<file path="src/rtl/core/rrt_pkg.sv">
// Shared types, codes and constants of the request retry table.
package rrt_pkg;

    localparam int ENTRY_COUNT   = 8;
    localparam int IDX_W         = (ENTRY_COUNT > 1) ? $clog2(ENTRY_COUNT) : 1;
    localparam int PAYLOAD_BYTES = 20;
    localparam int PAYLOAD_W     = PAYLOAD_BYTES * 8;
    localparam int LEN_W         = 5;

    localparam logic [IDX_W-1:0] LAST_IDX = IDX_W'(ENTRY_COUNT - 1);
    localparam logic [LEN_W-1:0] LEN_MAX  = LEN_W'(PAYLOAD_BYTES);

    // item function codes
    localparam logic [1:0] FN_REQUEST  = 2'd0;
    localparam logic [1:0] FN_RESPONSE = 2'd1;
    localparam logic [1:0] FN_TICK     = 2'd2;

    // result status codes
    localparam logic [1:0] STAT_DONE    = 2'd0;
    localparam logic [1:0] STAT_IGNORED = 2'd1;
    localparam logic [1:0] STAT_FULL    = 2'd2;
    localparam logic [1:0] STAT_NONE    = 2'd3;

    // entry phases
    localparam logic [1:0] PH_FREE    = 2'd0;
    localparam logic [1:0] PH_PENDING = 2'd1;
    localparam logic [1:0] PH_WAITING = 2'd2;

    // configuration register indexes
    localparam logic [1:0] CFG_LOCAL_SUBNET    = 2'd0;
    localparam logic [1:0] CFG_LOCAL_DEVICE    = 2'd1;
    localparam logic [1:0] CFG_RESEND_INTERVAL = 2'd2;
    localparam logic [1:0] CFG_RETRY_LIMIT     = 2'd3;

    typedef enum logic [1:0] {
        ST_IDLE,
        ST_SCAN,
        ST_DONE
    } state_t;

    typedef struct packed {
        logic [7:0] local_subnet;
        logic [7:0] local_device;
        logic [7:0] resend_interval;
        logic [3:0] retry_limit;
    } cfg_t;

    typedef struct packed {
        logic [1:0]           func;
        logic [15:0]          command;
        logic [7:0]           subnet;
        logic [7:0]           device;
        logic [LEN_W-1:0]     length;
        logic [PAYLOAD_W-1:0] payload;
        logic                 send_ok;
    } item_t;

    typedef struct packed {
        logic [1:0]           phase;
        logic [3:0]           retries;
        logic [7:0]           timer;
        logic [15:0]          command;
        logic [7:0]           subnet;
        logic [7:0]           device;
        logic [LEN_W-1:0]     length;
        logic [PAYLOAD_W-1:0] payload;
    } entry_t;

    typedef struct packed {
        logic [1:0]           status;
        logic                 send_valid;
        logic                 channel;
        logic [15:0]          command;
        logic [7:0]           subnet;
        logic [7:0]           device;
        logic [LEN_W-1:0]     length;
        logic [PAYLOAD_W-1:0] payload;
    } result_t;

    // keeps the bytes below len
    function automatic logic [PAYLOAD_W-1:0] payload_mask(input logic [LEN_W-1:0] len);
        logic [PAYLOAD_W-1:0] m;
        m = '0;
        for (int b = 0; b < PAYLOAD_BYTES; b++)
        begin
            m[8*b +: 8] = {8{LEN_W'(b) < len}};
        end
        return m;
    endfunction

endpackage

</file>
<file path="src/rtl/core/rrt_engine.sv">
// Entry table memory and the sequencer that scans it for one item.
module rrt_engine
    import rrt_pkg::*;
(
    input  logic    clk,
    input  logic    rst_n,
    input  cfg_t    cfg,
    input  logic    start,
    input  item_t   item,
    input  logic    out_free,
    output logic    busy,
    output logic    res_valid,
    output result_t res
);

    entry_t mem [ENTRY_COUNT];
    entry_t mem_q;

    state_t state_reg, state_next;
    logic [IDX_W-1:0] idx_reg, idx_next;
    logic [ENTRY_COUNT-1:0] valid_reg, valid_next;
    item_t   item_reg, item_next;
    result_t res_reg, res_next;

    logic [IDX_W-1:0] raddr;
    logic             mem_we;
    entry_t           mem_wdata;

    always_ff @(posedge clk)
    begin
        if (mem_we)
        begin
            mem[idx_reg] <= mem_wdata;
        end
        mem_q <= mem[raddr];
    end

    always_ff @(posedge clk or negedge rst_n)
    begin
        if (!rst_n)
        begin
            state_reg <= ST_IDLE;
            idx_reg   <= '0;
            valid_reg <= '0;
        end
        else
        begin
            state_reg <= state_next;
            idx_reg   <= idx_next;
            valid_reg <= valid_next;
        end
    end

    always_ff @(posedge clk)
    begin
        item_reg <= item_next;
        res_reg  <= res_next;
    end

    always_comb
    begin
        entry_t     cur;
        logic       stop;
        logic [7:0] t;
        logic [4:0] retry_cnt;

        state_next = state_reg;
        idx_next   = idx_reg;
        valid_next = valid_reg;
        item_next  = item_reg;
        res_next   = res_reg;
        raddr      = (idx_reg == LAST_IDX) ? '0 : idx_reg + 1'b1;
        mem_we     = 1'b0;
        busy       = 1'b1;
        res_valid  = 1'b0;
        stop       = 1'b0;
        t          = '0;
        retry_cnt  = '0;

        // untouched entries read as free
        cur = mem_q;
        if (!valid_reg[idx_reg])
        begin
            cur.phase   = PH_FREE;
            cur.retries = '0;
            cur.timer   = '0;
        end
        mem_wdata = cur;

        case (state_reg)
            ST_IDLE:
            begin
                busy  = 1'b0;
                raddr = '0;
                if (start)
                begin
                    item_next = item;
                    idx_next  = '0;
                    res_next  = '0;
                    case (item.func)
                        FN_REQUEST:
                        begin
                            if (item.subnet == cfg.local_subnet &&
                                item.device == cfg.local_device)
                            begin
                                res_next.status = STAT_IGNORED;
                                state_next      = ST_DONE;
                            end
                            else
                            begin
                                res_next.status = STAT_FULL;
                                state_next      = ST_SCAN;
                            end
                        end
                        FN_RESPONSE:
                        begin
                            res_next.status = STAT_DONE;
                            state_next      = ST_SCAN;
                        end
                        FN_TICK:
                        begin
                            res_next.status = STAT_NONE;
                            state_next      = ST_SCAN;
                        end
                        default:
                        begin
                            res_next.status = STAT_NONE;
                            state_next      = ST_DONE;
                        end
                    endcase
                end
            end

            ST_SCAN:
            begin
                case (item_reg.func)
                    FN_REQUEST:
                    begin
                        if (cur.phase == PH_FREE)
                        begin
                            mem_we            = 1'b1;
                            mem_wdata.phase   = PH_PENDING;
                            mem_wdata.retries = '0;
                            mem_wdata.timer   = cfg.resend_interval;
                            mem_wdata.command = item_reg.command;
                            mem_wdata.subnet  = item_reg.subnet;
                            mem_wdata.device  = item_reg.device;
                            mem_wdata.length  = item_reg.length;
                            mem_wdata.payload = item_reg.payload;
                            res_next.status   = STAT_DONE;
                            stop              = 1'b1;
                        end
                    end
                    FN_RESPONSE:
                    begin
                        if (cur.phase == PH_WAITING && cur.command == item_reg.command &&
                            cur.subnet == item_reg.subnet && cur.device == item_reg.device)
                        begin
                            mem_we            = 1'b1;
                            mem_wdata.phase   = PH_FREE;
                            mem_wdata.retries = '0;
                            mem_wdata.timer   = '0;
                        end
                    end
                    FN_TICK:
                    begin
                        if (cur.phase != PH_FREE)
                        begin
                            mem_we = 1'b1;
                            t = (cur.timer != 8'hFF) ? cur.timer + 8'd1 : cur.timer;
                            if (t < cfg.resend_interval)
                            begin
                                mem_wdata.timer = t;
                            end
                            else
                            begin
                                mem_wdata.timer = '0;
                                stop            = 1'b1;
                                if (item_reg.send_ok)
                                begin
                                    res_next.status     = STAT_DONE;
                                    res_next.send_valid = 1'b1;
                                    res_next.channel    = (cur.subnet != cfg.local_subnet);
                                    res_next.command    = cur.command;
                                    res_next.subnet     = cur.subnet;
                                    res_next.device     = cur.device;
                                    res_next.length     = cur.length;
                                    res_next.payload    = cur.payload;
                                    retry_cnt = {1'b0, cur.retries} + 5'd1;
                                    if (retry_cnt > {1'b0, cfg.retry_limit})
                                    begin
                                        mem_wdata.phase   = PH_FREE;
                                        mem_wdata.retries = '0;
                                    end
                                    else
                                    begin
                                        mem_wdata.phase   = PH_WAITING;
                                        mem_wdata.retries = retry_cnt[3:0];
                                    end
                                end
                            end
                        end
                    end
                    default:
                    begin
                        stop = 1'b1;
                    end
                endcase

                if (mem_we)
                begin
                    valid_next[idx_reg] = 1'b1;
                end
                if (stop || idx_reg == LAST_IDX)
                begin
                    state_next = ST_DONE;
                end
                else
                begin
                    idx_next = idx_reg + 1'b1;
                end
            end

            ST_DONE:
            begin
                if (out_free)
                begin
                    res_valid  = 1'b1;
                    state_next = ST_IDLE;
                end
            end

            default:
            begin
                state_next = ST_IDLE;
            end
        endcase
    end

    assign res = res_reg;

endmodule

</file>
<file path="src/rtl/core/request_retry_table_top.sv">
// Request retry table: stream ports, configuration registers and output register.
// An item is accepted in the idle state; its scan reads one table entry per cycle
// from the entry memory, up to all 8 entries (none for a request to the local device),
// then hands over the result; a new item is accepted only after that hand-over.
// Reset (rst_n low, asynchronous) frees every entry at once through per-entry valid
// bits and loads the register defaults; no clearing pass.
module request_retry_table_top
    import rrt_pkg::*;
(
    input  logic         clk,
    input  logic         rst_n,
    input  logic         cfg_we,
    input  logic [1:0]   cfg_index,
    input  logic [7:0]   cfg_wdata,
    input  logic         s_axis_tvalid,
    output logic         s_axis_tready,
    // command, target_subnet, target_device, payload_length, payload_low,
    // payload_mid, payload_high, send_ok, zero fill
    input  logic [199:0] s_axis_tdata,
    // func
    input  logic [1:0]   s_axis_tuser,
    output logic         m_axis_tvalid,
    input  logic         m_axis_tready,
    // send_valid, send_channel, send_command, send_subnet, send_device, send_length,
    // send_payload_low, send_payload_mid, send_payload_high, zero fill
    output logic [199:0] m_axis_tdata,
    // status
    output logic [1:0]   m_axis_tuser
);

    cfg_t    cfg_reg;
    item_t   item;
    result_t res;
    result_t out_reg;
    logic    out_valid_reg;
    logic    busy;
    logic    res_valid;
    logic    out_free;
    logic    start;
    logic [LEN_W-1:0] len_sat;

    always_ff @(posedge clk or negedge rst_n)
    begin
        if (!rst_n)
        begin
            cfg_reg.local_subnet    <= 8'd1;
            cfg_reg.local_device    <= 8'd1;
            cfg_reg.resend_interval <= 8'd50;
            cfg_reg.retry_limit     <= 4'd3;
        end
        else if (cfg_we)
        begin
            case (cfg_index)
                CFG_LOCAL_SUBNET:    cfg_reg.local_subnet    <= cfg_wdata;
                CFG_LOCAL_DEVICE:    cfg_reg.local_device    <= cfg_wdata;
                CFG_RESEND_INTERVAL: cfg_reg.resend_interval <= cfg_wdata;
                CFG_RETRY_LIMIT:     cfg_reg.retry_limit     <= cfg_wdata[3:0];
                default:             cfg_reg.retry_limit     <= cfg_reg.retry_limit;
            endcase
        end
    end

    assign len_sat = (s_axis_tdata[36:32] > LEN_MAX) ? LEN_MAX : s_axis_tdata[36:32];

    always_comb
    begin
        item.func    = s_axis_tuser;
        item.command = s_axis_tdata[15:0];
        item.subnet  = s_axis_tdata[23:16];
        item.device  = s_axis_tdata[31:24];
        item.length  = len_sat;
        item.payload = s_axis_tdata[196:37] & payload_mask(len_sat);
        item.send_ok = s_axis_tdata[197];
    end

    assign s_axis_tready = !busy;
    assign start         = s_axis_tvalid && !busy;
    assign out_free      = !out_valid_reg || m_axis_tready;

    rrt_engine u_engine (
        .clk       (clk),
        .rst_n     (rst_n),
        .cfg       (cfg_reg),
        .start     (start),
        .item      (item),
        .out_free  (out_free),
        .busy      (busy),
        .res_valid (res_valid),
        .res       (res)
    );

    always_ff @(posedge clk or negedge rst_n)
    begin
        if (!rst_n)
        begin
            out_valid_reg <= 1'b0;
        end
        else if (res_valid)
        begin
            out_valid_reg <= 1'b1;
        end
        else if (m_axis_tready)
        begin
            out_valid_reg <= 1'b0;
        end
    end

    always_ff @(posedge clk)
    begin
        if (res_valid)
        begin
            out_reg <= res;
        end
    end

    assign m_axis_tvalid = out_valid_reg;
    assign m_axis_tuser  = out_reg.status;
    assign m_axis_tdata  = {1'b0, out_reg.payload, out_reg.length, out_reg.device,
                            out_reg.subnet, out_reg.command, out_reg.channel,
                            out_reg.send_valid};

endmodule
</file>
<file path="config.mk">
export PLATFORM = sky130hd
export DESIGN_NAME = request_retry_table_top
export DESIGN_NICKNAME = d
export VERILOG_FILES = /design/src/rtl/core/rrt_pkg.sv /design/src/rtl/core/rrt_engine.sv /design/src/rtl/core/request_retry_table_top.sv
export SDC_FILE = /design/constraint.sdc
export NUM_CORES = 2
export LEC_CHECK = 0
export BUFFER_PORTS_ARGS = -buffer_cell sky130_fd_sc_hd__buf_4
export CELL_PAD_IN_SITES_DETAIL_PLACEMENT = 0
export CELL_PAD_IN_SITES_GLOBAL_PLACEMENT = 1
export CORE_ASPECT_RATIO = 1.25
export CORE_MARGIN = 1
export CORE_UTILIZATION = 50
export CTS_CLUSTER_SIZE = 20
export DETAILED_ROUTE_END_ITERATION = 10
export MAX_ROUTING_LAYER = met4
export PLACE_DENSITY_LB_ADDON = 0.1
export RECOVER_POWER = 50
export SKIP_LAST_GASP = 1
export SLEW_MARGIN = 20
export SYNTH_ARGS = -nofsm -noshare
export SYNTH_HDL_FRONTEND = slang
export SYNTH_HIERARCHICAL = 1
export SYNTH_SLANG_ARGS = --single-unit
export TNS_END_PERCENT = 50
</file>
<file path="constraint.sdc">
create_clock -name clk -period 67.6 [get_ports clk]
set_input_delay 6.76 -clock clk [delete_from_list [all_inputs] [get_ports clk]]
set_output_delay 6.76 -clock clk [all_outputs]
set_load 0.05 [all_outputs]
</file>
==> flow_metrics.tcl <==
set metrics [dict create \
    cts_tree "built" \
    grt_pass1_vias 52500 \
    setup_viol 0 \
    grt_pass1_wl_microns 345000 \
    skew_ns 0.0410 \
    synth_top_cell_by_area "edfxtp_1" \
    die_w_microns 395 \
    dieArea_sq_um 195000 \
    period_share_pct 19.1 \
    finalHoldWorstSlack_ns 0.408 \
    io_buffers 417 \
    required_ns 68.29 \
    routed_via_density 5.74 \
    seq_area_frac_synth_pct 76.8 \
    chipHeight_microns 493 \
    ys_async_sr_fraction_pct 1.65 \
    cts_buffers 241 \
    clk_latency_ns 0.87 \
    slowest_stage "clkbuf_1" \
    netlist.area_leader.share_pct 71.3 \
    syn_avg_cell_area_sq_um 16.1 \
    placed_area_sq_um 102000 \
    synth_area_sq_um 96400 \
    synth_fp_nets 6221 \
    drt-pass1-iter-count 5 \
    max_slew_margin_pct -592 \
    post_cts_buffers 0 \
    synth_area_leaders "edfxtp_1, mux4_2, nor3_1" \
    crit_chain "ha_1 > ha_1 > nand3b_1 > clkbuf_1 > clkbuf_1 > buf_4 > o21ai_0" \
    start_kind "flop" \
    fp-row-count 179 \
    drc 0 \
    fin_area_sq_um 110000 \
    grt_usage_pct 24.8 \
    leakagePower_nw 36.9 \
    netlist_instances 5986 \
    fin_nets 6616 \
    power.density_nw_per_um2 43.6 \
    floorplan.initialDensity_pct 50.5 \
    critPathMaxFanout 189 \
    worst_slew_pin_slew_ns 10.39 \
    area_growth_pct 14.0 \
    grt_setup_unrepaired "false" \
    finalMaxSlewViolations 1685 \
    hold_viol 0 \
    antenna_found_initial 13 \
    nFillCells 14900 \
    cts.repair.resized 0 \
    antenna_left 0 \
    violations "max-capacitance violations, max-slew violations" \
    cts_buffer_depth 3 \
    wl_per_cell_microns 25.6 \
    period_needed_ns 12.89 \
    crit_arrival_ns 13.58 \
    grt_overflow_total 0 \
    clock_sinks 2543 \
    largest_reg_flops 1688 \
    dp_hpwl_microns 121000 \
    ir_drop_mv 0.0386 \
    slowest_delay_ns 7.18 \
    gp_congestion 0.796 \
    cp-end-kind "flop" \
    status "finished, violations left" \
    design.core.area_sq_um 191000 \
    drive_gt1_share_pct 17.1 \
    max_clock_freq_mhz 77.6 \
    num_vias 52400 \
    synth_edf_count 2290 \
    wl_microns 234000 \
    hold_buffers 0 \
    cts.reportedPaths.clkPinSlew_ns 0.06 \
    clockRootBuffer "clkbuf_16" \
    yosys.cell_types.count 72 \
    yosysWarnings 6 \
    ios 421 \
    min_path_type "flop to flop" \
    synth-seq-cells 2543 \
    drt_iter0_markers 4126 \
    drv_cap 32 \
    grt_max_degree 190 \
    ys.flop_type "edfxtp_1" \
    h-tree-depth 4 \
    setup_tns_ns 0 \
    criticalPathCategory "flop to flop" \
]
per-stage QoR:
step / total power [W] / worst slack, ns / instances / util [%]
2_1_floorplan: 0.00304 / 42.76 / 5986 / -
3_3_place_gp: 0.00339 / 58.08 / 8672 / 53.5
3_5_place_dp: 0.00342 / 58.09 / 8672 / 53.5
4_1_cts: 0.00478 / 58.42 / 9130 / 57.7
5_1_grt: 0.00500 / 53.94 / 9132 / 57.6
6_report: 0.00479 / 54.71 / 9135 / 57.6
synthesized netlist by cell type, types with 41 or more instances:
master	instances
edfxtp_1	2290
nor3_1	859
nor2_1	668
clkbuf_1	266
nand2_1	242
and2_1	232
o21ai_0	228
mux4_2	213
dfxtp_1	211
mux2_1	188
nor2b_1	55
a21boi_0	41
worst paths after layout:
check,from,endpoint,slack [ns],depth (start not counted)
max reg2reg,u_engine/idx_reg[1]$_DFFE_PN0P_,u_engine/mem_q[42]$_DFF_P_,54.71,7
max,u_engine/idx_reg[1]$_DFFE_PN0P_,u_engine/mem_q[42]$_DFF_P_,54.71,7
min in group asynchronous,rst_n,cfg_reg[25]$_DFFE_PN0P_,5.88,1
min reg2reg,u_engine/res[192]$_SDFFCE_PN0P_,m_axis_tdata[13]$_DFFE_PP_,0.41,0
min,u_engine/res[192]$_SDFFCE_PN0P_,m_axis_tdata[13]$_DFFE_PP_,0.41,0
max in group asynchronous,rst_n,u_engine/valid_reg[5]$_DFFE_PN0P_,61.32,1
placed cells by master, fill, tap and decap left out, types with 7 or more instances in the layout:
cell        synthesis  routed
edfxtp_1         2290    2290
nor3_1            859     857
nor2_1            668     664
buf_4               3     470
clkbuf_16           0     243
nand2_1           242     241
o21ai_0           228     228
mux4_2            213     213
dfxtp_1           211     211
mux2_1            188     191
and2_0              0     141
and2_1            232      91
clkbuf_1          266      87
nor2b_1            55      55
clkinv_2            0      45
a21boi_0           41      41
xor2_1             39      39
mux2_2             40      37
dfrtp_1            35      35
clkinv_1            0      35
clkbuf_8            0      25
and3_1             23      23
a21oi_1            24      23
bufinv_16           0      23
inv_1              25      22
xnor2_1            20      20
and2b_1            19      19
ha_1               18      18
nor4_1             15      15
nand3_1            13      13
nor3b_1            12      12
a31oi_1            10      10
nand2b_1           10      10
nand4_1            10      10
buf_12              0       9
clkinvlp_4          0       8
dfstp_2             7       7
power by group:
part | switching (W) | internal [W]
clock network | 0.000579 | 0.000778
registers | 0.000106 | 0.00217
logic | 0.000802 | 0.000354
cell type report:
cell class | instances | area [sq um] | share of cell area [%]
Antenna cell | 5 | 12.5 | 0.0114
Multi-Input combinational cell | 3064 | 20700 | 18.8
Inverter | 26 | 106 | 0.0968
Clock inverter | 129 | 1390 | 1.27
Tap cell | 2534 | 3170 | 2.88
Timing Repair Buffer | 505 | 3810 | 3.46
Sequential cell | 2543 | 74000 | 67.4
Clock buffer | 329 | 6650 | 6.05
per-layer routing:
| layer | vias to the layer above | GRT usage, % | routed length (microns) |
|---|---|---|---|
| li1 | 23400 | - | - |
| met1 | 27100 | 35.2 | 105000 |
| met2 | 1734 | 37.5 | 109000 |
| met3 | 261 | 4.64 | 16800 |
| met4 | 0 | 5.31 | 4130 |
| met5 | - | - | 0 |
worst max-delay path, delay by kind of cell, from the launching register on:
kind,cells,cell delay [ns]
buffers and inverters,3,9.86
adder cells (fa/ha/maj),2,1.48
flip-flops,1,0.76
AND/OR/NAND/NOR,1,0.22
AO/OA/AOI/OAI,1,0.28
kinds of logic (layout without fill, tap and decap cells):
kind of cell               Yosys count  count (layout)  synth area share (%)
DFF                               2543            2543                  76.8
and+or+nand+nor                   2182            2182                  10.8
muxes                              447             447                  7.70
buffers and inverters              379             989                  1.76
AOI/OAI and AO/OA                  357             357                  2.18
xor gates and xnor gates            59              59                 0.536
adders and majority gates           18              18                 0.234
other                                1               6               0.00389
Power figures use the tool's default switching activity.
